$ cat src/sv/sbmq_pkg.sv
// shared constants and controller/datapath interface types for the shared buffer multi queue
`default_nettype none
package sbmq_pkg;

    localparam int SLOTS      = 16;
    localparam int QUEUES     = 4;
    localparam int DATA_WIDTH = 32;

    localparam int IO_W   = 32;
    localparam int EXT_W  = 64;
    localparam int QIN_W  = 2;
    localparam int PTR_W  = $clog2(SLOTS + 1);
    localparam int SA_W   = (SLOTS > 1) ? $clog2(SLOTS) : 1;
    localparam int QA_W   = (QUEUES > 1) ? $clog2(QUEUES) : 1;
    localparam int QX_W   = (QA_W > QIN_W) ? QA_W : QIN_W;

    localparam logic [PTR_W-1:0] NIL_PTR = PTR_W'(SLOTS);

    localparam logic       KIND_ENQ = 1'b0;
    localparam logic       KIND_DEQ = 1'b1;

    localparam logic [1:0] ST_OK    = 2'd0;
    localparam logic [1:0] ST_OVER  = 2'd1;
    localparam logic [1:0] ST_UNDER = 2'd2;

    typedef struct packed {
        logic take_in;
        logic sel_live;
        logic commit;
    } t_cmd;

    typedef struct packed {
        logic out_free;
    } t_sts;

endpackage
`default_nettype wire

$ cat src/sv/shared_buffer_multi_queue_unit.sv
// top level of the shared buffer multi queue
`default_nettype none
// Several FIFO queues kept as linked lists in one shared slot memory, with a
// free list of unused slots. A request is an enqueue or a dequeue on one
// queue and gives exactly one result: status ok, overflow (no free slot or
// unknown queue) or underflow (empty or unknown queue, data all ones). Each
// request steps through accept, pointer lookup in the registered-read
// head and tail tables, then slot link/word read and commit; the commit
// waits while the previous result is still held on the output. A new
// request is taken in the cycle after the commit, while that result waits.
module shared_buffer_multi_queue_unit (
    input  wire logic        i_clk,
    input  wire logic        i_rst_n,
    input  wire logic        s_axis_tvalid,
    output logic             s_axis_tready,
    input  wire logic [31:0] s_axis_tdata,   // data_in
    input  wire logic [2:0]  s_axis_tuser,   // kind, queue_id
    output logic             m_axis_tvalid,
    input  wire logic        m_axis_tready,
    output logic [31:0]      m_axis_tdata,   // data_out
    output logic [1:0]       m_axis_tuser    // status
);
    import sbmq_pkg::*;

    t_cmd cmd;
    t_sts sts;

    sbmq_ctrl u_ctrl (
        .i_clk      (i_clk),
        .i_rst_n    (i_rst_n),
        .i_in_valid (s_axis_tvalid),
        .o_in_ready (s_axis_tready),
        .i_sts      (sts),
        .o_cmd      (cmd)
    );

    sbmq_dp u_dp (
        .i_clk       (i_clk),
        .i_rst_n     (i_rst_n),
        .i_cmd       (cmd),
        .o_sts       (sts),
        .i_kind      (s_axis_tuser[0]),
        .i_queue_id  (s_axis_tuser[2:1]),
        .i_data_in   (s_axis_tdata),
        .o_out_valid (m_axis_tvalid),
        .i_out_ready (m_axis_tready),
        .o_status    (m_axis_tuser),
        .o_data_out  (m_axis_tdata)
    );

endmodule
`default_nettype wire

$ cat src/sv/sbmq_ram.sv
// generic single write port, single read port ram with registered read
`default_nettype none
module sbmq_ram #(
    parameter int WIDTH = 8,
    parameter int DEPTH = 16,
    localparam int ADDR_W = (DEPTH > 1) ? $clog2(DEPTH) : 1
) (
    input  wire logic              i_clk,
    input  wire logic              i_we,
    input  wire logic [ADDR_W-1:0] i_waddr,
    input  wire logic [WIDTH-1:0]  i_wdata,
    input  wire logic [ADDR_W-1:0] i_raddr,
    output logic      [WIDTH-1:0]  o_rdata
);

    logic [WIDTH-1:0] r_mem [DEPTH];
    logic [WIDTH-1:0] r_rdata;

    always_ff @(posedge i_clk) begin
        if (i_we) begin
            r_mem[i_waddr] <= i_wdata;
        end
        r_rdata <= r_mem[i_raddr];
    end

    assign o_rdata = r_rdata;

endmodule
`default_nettype wire

$ cat src/sv/sbmq_ctrl.sv
// sequencer for accept, pointer lookup and commit of one request
`default_nettype none
module sbmq_ctrl (
    input  wire logic          i_clk,
    input  wire logic          i_rst_n,
    input  wire logic          i_in_valid,
    output logic               o_in_ready,
    input  wire sbmq_pkg::t_sts i_sts,
    output sbmq_pkg::t_cmd     o_cmd
);
    import sbmq_pkg::*;

    localparam logic [1:0] S_IDLE = 2'd0;
    localparam logic [1:0] S_PTR  = 2'd1;
    localparam logic [1:0] S_EXEC = 2'd2;

    logic [1:0] r_state;
    logic [1:0] n_state;

    always_comb begin
        n_state        = r_state;
        o_cmd.take_in  = 1'b0;
        o_cmd.sel_live = 1'b0;
        o_cmd.commit   = 1'b0;
        o_in_ready     = 1'b0;
        unique case (r_state)
            S_IDLE: begin
                o_in_ready     = 1'b1;
                o_cmd.sel_live = 1'b1;
                if (i_in_valid) begin
                    o_cmd.take_in = 1'b1;
                    n_state       = S_PTR;
                end
            end
            S_PTR: begin
                n_state = S_EXEC;
            end
            S_EXEC: begin
                if (i_sts.out_free) begin
                    o_cmd.commit = 1'b1;
                    n_state      = S_IDLE;
                end
            end
            default: begin
                n_state = S_IDLE;
            end
        endcase
    end

    always_ff @(posedge i_clk) begin
        if (!i_rst_n) begin
            r_state <= S_IDLE;
        end else begin
            r_state <= n_state;
        end
    end

endmodule
`default_nettype wire

$ cat src/sv/sbmq_dp.sv
// slot, link and pointer storage with free list and result register
`default_nettype none
module sbmq_dp (
    input  wire logic                        i_clk,
    input  wire logic                        i_rst_n,
    input  wire sbmq_pkg::t_cmd              i_cmd,
    output sbmq_pkg::t_sts                   o_sts,
    input  wire logic                        i_kind,
    input  wire logic [sbmq_pkg::QIN_W-1:0]  i_queue_id,
    input  wire logic [sbmq_pkg::IO_W-1:0]   i_data_in,
    output logic                             o_out_valid,
    input  wire logic                        i_out_ready,
    output logic [1:0]                       o_status,
    output logic [sbmq_pkg::IO_W-1:0]        o_data_out
);
    import sbmq_pkg::*;

    logic              r_kind;
    logic [QIN_W-1:0]  r_q;
    logic [IO_W-1:0]   r_data;

    logic [PTR_W-1:0]  r_free_head;
    logic [PTR_W-1:0]  n_free_head;
    logic [PTR_W-1:0]  r_fresh;
    logic [PTR_W-1:0]  n_fresh;
    logic [QUEUES-1:0] r_qvalid;
    logic [QUEUES-1:0] n_qvalid;

    logic              r_out_valid;
    logic [1:0]        r_out_status;
    logic [IO_W-1:0]   r_out_data;

    logic [QX_W-1:0]   q_live_ext;
    logic [QX_W-1:0]   q_ext;
    logic [QA_W-1:0]   q_idx;
    logic [QA_W-1:0]   q_raddr;
    logic              q_in_range;
    logic              q_busy;

    logic [SA_W-1:0]   head_rdata;
    logic [SA_W-1:0]   tail_rdata;
    logic [PTR_W-1:0]  link_rdata;
    logic [DATA_WIDTH-1:0] word_rdata;

    logic [SA_W-1:0]   slot;
    logic [SA_W-1:0]   link_raddr;
    logic [EXT_W-1:0]  word_in_ext;
    logic [EXT_W-1:0]  word_out_ext;

    logic              enq_ok;
    logic              deq_ok;
    logic              last_one;

    logic              link_we;
    logic [SA_W-1:0]   link_waddr;
    logic              head_we;
    logic [SA_W-1:0]   head_wdata;
    logic              tail_we;
    logic              word_we;

    logic [1:0]        res_status;
    logic [IO_W-1:0]   res_data;

    assign q_live_ext = QX_W'(i_queue_id);
    assign q_ext      = QX_W'(r_q);
    assign q_idx      = q_ext[QA_W-1:0];
    assign q_raddr    = i_cmd.sel_live ? q_live_ext[QA_W-1:0] : q_idx;
    assign q_in_range = ({1'b0, q_ext} < (QX_W+1)'(QUEUES));
    assign q_busy     = q_in_range && r_qvalid[q_idx];

    assign slot       = r_free_head[SA_W-1:0];
    assign link_raddr = (r_kind == KIND_DEQ) ? head_rdata : slot;

    assign enq_ok   = (r_kind == KIND_ENQ) && q_in_range && (r_free_head != NIL_PTR);
    assign deq_ok   = (r_kind == KIND_DEQ) && q_busy;
    assign last_one = (head_rdata == tail_rdata);

    assign word_in_ext  = EXT_W'(r_data);
    assign word_out_ext = EXT_W'(word_rdata);

    always_comb begin
        link_we     = 1'b0;
        link_waddr  = head_rdata;
        head_we     = 1'b0;
        head_wdata  = slot;
        tail_we     = 1'b0;
        word_we     = 1'b0;
        n_free_head = r_free_head;
        n_fresh     = r_fresh;
        n_qvalid    = r_qvalid;
        res_status  = ST_OK;
        res_data    = '0;
        if (r_kind == KIND_ENQ) begin
            if (!enq_ok) begin
                res_status = ST_OVER;
            end else begin
                tail_we = 1'b1;
                word_we = 1'b1;
                if (q_busy) begin
                    link_we    = 1'b1;
                    link_waddr = tail_rdata;
                end else begin
                    head_we         = 1'b1;
                    n_qvalid[q_idx] = 1'b1;
                end
                if (r_free_head == r_fresh) begin
                    n_fresh     = r_fresh + PTR_W'(1);
                    n_free_head = r_fresh + PTR_W'(1);
                end else begin
                    n_free_head = link_rdata;
                end
            end
        end else begin
            if (!deq_ok) begin
                res_status = ST_UNDER;
                res_data   = '1;
            end else begin
                res_data    = word_out_ext[IO_W-1:0];
                link_we     = 1'b1;
                n_free_head = PTR_W'(head_rdata);
                if (last_one) begin
                    n_qvalid[q_idx] = 1'b0;
                end else begin
                    head_we    = 1'b1;
                    head_wdata = link_rdata[SA_W-1:0];
                end
            end
        end
    end

    sbmq_ram #(.WIDTH(SA_W), .DEPTH(QUEUES)) u_head_ram (
        .i_clk   (i_clk),
        .i_we    (i_cmd.commit && head_we),
        .i_waddr (q_idx),
        .i_wdata (head_wdata),
        .i_raddr (q_raddr),
        .o_rdata (head_rdata)
    );

    sbmq_ram #(.WIDTH(SA_W), .DEPTH(QUEUES)) u_tail_ram (
        .i_clk   (i_clk),
        .i_we    (i_cmd.commit && tail_we),
        .i_waddr (q_idx),
        .i_wdata (slot),
        .i_raddr (q_raddr),
        .o_rdata (tail_rdata)
    );

    sbmq_ram #(.WIDTH(PTR_W), .DEPTH(SLOTS)) u_link_ram (
        .i_clk   (i_clk),
        .i_we    (i_cmd.commit && link_we),
        .i_waddr (link_waddr),
        .i_wdata (r_free_head),
        .i_raddr (link_raddr),
        .o_rdata (link_rdata)
    );

    sbmq_ram #(.WIDTH(DATA_WIDTH), .DEPTH(SLOTS)) u_word_ram (
        .i_clk   (i_clk),
        .i_we    (i_cmd.commit && word_we),
        .i_waddr (slot),
        .i_wdata (word_in_ext[DATA_WIDTH-1:0]),
        .i_raddr (head_rdata),
        .o_rdata (word_rdata)
    );

    always_ff @(posedge i_clk) begin
        if (i_cmd.take_in) begin
            r_kind <= i_kind;
            r_q    <= i_queue_id;
            r_data <= i_data_in;
        end
        if (i_cmd.commit) begin
            r_out_status <= res_status;
            r_out_data   <= res_data;
        end
    end

    always_ff @(posedge i_clk) begin
        if (!i_rst_n) begin
            r_free_head <= '0;
            r_fresh     <= '0;
            r_qvalid    <= '0;
            r_out_valid <= 1'b0;
        end else begin
            if (i_cmd.commit) begin
                r_free_head <= n_free_head;
                r_fresh     <= n_fresh;
                r_qvalid    <= n_qvalid;
                r_out_valid <= 1'b1;
            end else if (i_out_ready) begin
                r_out_valid <= 1'b0;
            end
        end
    end

    assign o_sts.out_free = !r_out_valid || i_out_ready;
    assign o_out_valid    = r_out_valid;
    assign o_status       = r_out_status;
    assign o_data_out     = r_out_data;

endmodule
`default_nettype wire

$ cat config.mk
export PLATFORM = sky130hd
export DESIGN_NAME = shared_buffer_multi_queue_unit
export DESIGN_NICKNAME = d
export VERILOG_FILES = /design/src/sv/sbmq_pkg.sv /design/src/sv/shared_buffer_multi_queue_unit.sv /design/src/sv/sbmq_ram.sv /design/src/sv/sbmq_ctrl.sv /design/src/sv/sbmq_dp.sv
export SDC_FILE = /design/constraint.sdc
export NUM_CORES = 1
export LEC_CHECK = 0
export ABC_AREA = 0
export ABC_CLOCK_PERIOD_IN_PS = 16120
export BUFFER_PORTS_ARGS = -buffer_cell sky130_fd_sc_hd__buf_4
export CAP_MARGIN = 40
export CORE_UTILIZATION = 42
export DETAILED_ROUTE_END_ITERATION = 8
export HOLD_SLACK_MARGIN = 0.03
export PLACE_DENSITY_LB_ADDON = 0.1
export SETUP_SLACK_MARGIN = 0.02
export SLEW_MARGIN = 10
export SYNTH_ARGS = -nofsm -noshare
export SYNTH_HDL_FRONTEND = slang
export SYNTH_HIERARCHICAL = 1
export SYNTH_SLANG_ARGS = --single-unit
$ cat constraint.sdc
create_clock -name i_clk -period 16.12 [get_ports i_clk]
set_clock_uncertainty 0.15 [all_clocks]
set_input_delay 0 -clock i_clk [delete_from_list [all_inputs] [get_ports i_clk]]
set_output_delay 0 -clock i_clk [all_outputs]
set_load 0.05 [all_outputs]
==> flow_metrics.tcl <==
set metrics [dict create \
    status "complete, but fails checks" \
    violations "design-rule violations" \
    max_stage_delay_ns 0.62 \
    hold_slack_ns 0.0866 \
    cts.sinks 755 \
    syn-cell-area_sq_um 28100 \
    clockBufferDepth 3 \
    critPathRequiredTime_ns 16.21 \
    fp.dieArea_sq_um 67900 \
    r2r-start "u_dp/q_ext[0]$_DFFE_PP_" \
    cp-start-kind "flop" \
    syn_inst 1333 \
    grt_usage 0.189 \
    num-nets-final 1581 \
    placed_area_sq_um 30000 \
    antenna_found_initial 0 \
    hold_start "s_axis_tvalid" \
    dpl.hpwl_um 34400 \
    yosysTopAreaCell "edfxtp_1" \
    worst_r2r_path_depth 6 \
    p_comb_frac 0.056 \
    most-common-layout-cells "693 x edfxtp_1, 148 x mux4_2, 102 x buf_4, 83 x clkbuf_16, 81 x nor2_1" \
    start_util 0.426 \
    cts_resized 0 \
    place.port_buffers 74 \
    dr.pass1.iters 7 \
    cts_max_level 3 \
    switching_power_mw 0.922 \
    finalHoldViolations 0 \
    route.detailed.drc 2 \
    vias 13500 \
    worstPathArrival_ns 3.62 \
    routed_via_density 5.47 \
    numCtsBuffers 82 \
    p_leak_nw 11.0 \
    finalSetupViolations 0 \
    multi_input_area_sq_um 5860 \
    syn_avg_cell_area_sq_um 21.1 \
    finalSetupTns_ns 0 \
    grt_pass1_vias 14100 \
    antenna_cells 0 \
    critPathKind "reg -> reg" \
    ys_ff_latch 755 \
    post-route-period-util 0.219 \
    wl_per_cell_um 25.3 \
    end_kind "flop" \
    synth_edf_count 693 \
    die_y_um 261 \
    grt_pass1_wl_um 93400 \
    r2r_end "u_dp/u_link_ram/r_mem[0][4]$_DFFE_PP_" \
    ios 75 \
    cp_num_buf_inv 0 \
    p_sw_frac 0.211 \
    grt_max_degree 48 \
    fin_util 0.508 \
    cap_violations 0 \
    crit_family "simple AND/OR/NAND/NOR gates" \
    cts_root_buffer "clkbuf_16" \
    ant_nets 0 \
    seq_area_sq_um 22100 \
    grt_overflow 0 \
    nFillCells 5235 \
    yosysWarnings 6 \
    max_freq_mhz 283 \
    path_cells "mux2_2 > mux2i_4 > nand2b_1 > mux2_1 > or3b_2 > nor3_1" \
    drive_above_1_share 0.267 \
    cts_tree "done" \
    p_total_mw 4.36 \
    rows 94 \
    synth_flop_cell "edfxtp_1" \
    peakVddDrop_mv 0.0772 \
    p_clk_frac 0.437 \
    ys_async_sr_fraction 0 \
    worst_pin_slew_ns 0.807 \
    min_period_ns 3.53 \
    drt-initial-drc-count 942 \
    slew_headroom 0.461 \
    gp_congestion 0.783 \
    insertion_delay_ns 0.62 \
    p_int_mw 3.44 \
    hold_depth 3 \
    ys_seq_area_frac 0.785 \
    synth_top_area_frac 0.741 \
    postLayoutCellArea_sq_um 33500 \
    clk_pin_slew_ns 0.06 \
    ys_types 54 \
    rsz0062_at_grt "false" \
    wl_um 62500 \
    die_w_um 261 \
    drv_slew 0 \
    power_density_nw_per_um2 130 \
    r2r_setup_slack_ns 12.59 \
    slowest_stage "edfxtp_1" \
    core_sq_um 66000 \
    syn_nets 1373 \
    p_seq_frac 0.507 \
    area_growth_pct 19.3 \
    hold_path_class "in -> reg" \
    final_common_cell "edfxtp_1" \
    path_max_fanout 15 \
    yosys-top-cells-area "edfxtp_1 74%, mux4_2 12%, dfxtp_1 4.4%" \
    hold_end "u_dp/q_ext[0]$_DFFE_PP_" \
]
-- stage by stage --
stage	setup slack (ns)	cells
after floorplan	9.69	1333
after global placement	12.58	2237
after detailed placement	12.66	2249
after CTS	12.63	2474
after global routing	12.47	2474
final	12.59	2474
-- logic make-up (layout without fill, tap and decap cells) --
family	count (synthesis)	in the layout	synth area share
DFF	755	755	0.785
and+or+nand+nor	222	222	0.0374
muxes	178	178	0.135
AOI/OAI and AO/OA	98	98	0.0261
buffers and inverters	65	342	0.0118
xor gates and xnor gates	14	14	0.00437
adders and majority gates	1	1	0.000445
-- flip-flops by register name, indices dropped and copies added (netlist names), named ones only --
name,count
u_ctrl/r_state,2
u_dp/o_data_out,32
u_dp/o_out_valid,1
u_dp/o_status,2
u_dp/q_ext,2
u_dp/r_data,32
u_dp/r_free_head,5
u_dp/r_fresh,5
u_dp/r_kind,1
u_dp/u_head_ram/o_rdata,4
u_dp/u_head_ram/r_mem,16
u_dp/u_link_ram/o_rdata,5
u_dp/u_link_ram/r_mem,80
u_dp/u_tail_ram/o_rdata,4
u_dp/u_tail_ram/r_mem,16
u_dp/u_word_ram/o_rdata,32
u_dp/u_word_ram/r_mem,512
-- metal layers --
metal,vias to the layer above,track usage,share of wire
li1,5914,-,-
met1,7233,0.257,0.43
met2,306,0.315,0.50
met3,78,0.0320,0.045
met4,0,0.0536,0.019
met5,-,0,0
-- power by group through the flow --
stage / Sequential, mW / Combinational, mW / Clock, mW
floorplan: 2.24 / 0.159 / 0
global placement: 2.26 / 0.227 / 0
detailed placement: 2.26 / 0.235 / 0
CTS: 2.22 / 0.249 / 1.95
global route: 2.22 / 0.262 / 2.03
finish: 2.21 / 0.244 / 1.91
-- worst min-delay path, cell delays in order --
cell     delay (ns)
buf_4          0.11
nor3b_4        0.14
buf_4          0.34
-- final cells by class --
class,count,area share
repair buffers,186,0.0513
well taps,864,0.0323
flip-flops and latches,755,0.658
multi-input cells,513,0.175
clock inverters,40,0.0137
clock buffers,113,0.0692
inverters,3,0.000336
-- cells in the mapped netlist, types with 8 or more instances --
| master | number |
|---|---|
| nand2b_1 | 9 |
| buf_4 | 14 |
| edfxtp_1 | 693 |
| clkbuf_1 | 26 |
| dfxtp_1 | 62 |
| buf_1 | 9 |
| mux4_1 | 8 |
| mux2_1 | 8 |
| mux2_2 | 8 |
| nor3_1 | 8 |
| mux4_2 | 148 |
| nand3_1 | 18 |
| buf_2 | 10 |
| nor2_1 | 95 |
| nand2_1 | 49 |
| a22oi_1 | 69 |
-- what timing repair did --
item | 4_1_cts | 5_1_grt
buffers inserted | 0 | 0
hold buffers | 72 | 0
hold endpoints to repair | 60 | 0
-- worst max-delay path by stage --
stage	slack, ns	end	from	cells after the start
after global placement	12.58	u_dp/u_word_ram/o_rdata[2]$_DFF_P_	u_dp/u_head_ram/o_rdata[0]$_DFF_P_	5
after CTS	12.63	u_dp/u_link_ram/r_mem[0][4]$_DFFE_PP_	u_dp/q_ext[0]$_DFFE_PP_	6
after detailed placement	12.66	u_dp/u_link_ram/r_mem[0][1]$_DFFE_PP_	u_dp/q_ext[0]$_DFFE_PP_	6
final	12.59	u_dp/u_link_ram/r_mem[0][4]$_DFFE_PP_	u_dp/q_ext[0]$_DFFE_PP_	6
after global routing	12.47	u_dp/u_link_ram/r_mem[0][4]$_DFFE_PP_	u_dp/q_ext[0]$_DFFE_PP_	6
after floorplan	9.69	u_dp/u_word_ram/r_mem[0][0]$_DFFE_PP_	u_dp/o_out_valid$_SDFFE_PN0P_	8
Note: power is estimated with default switching activity, not from simulation.
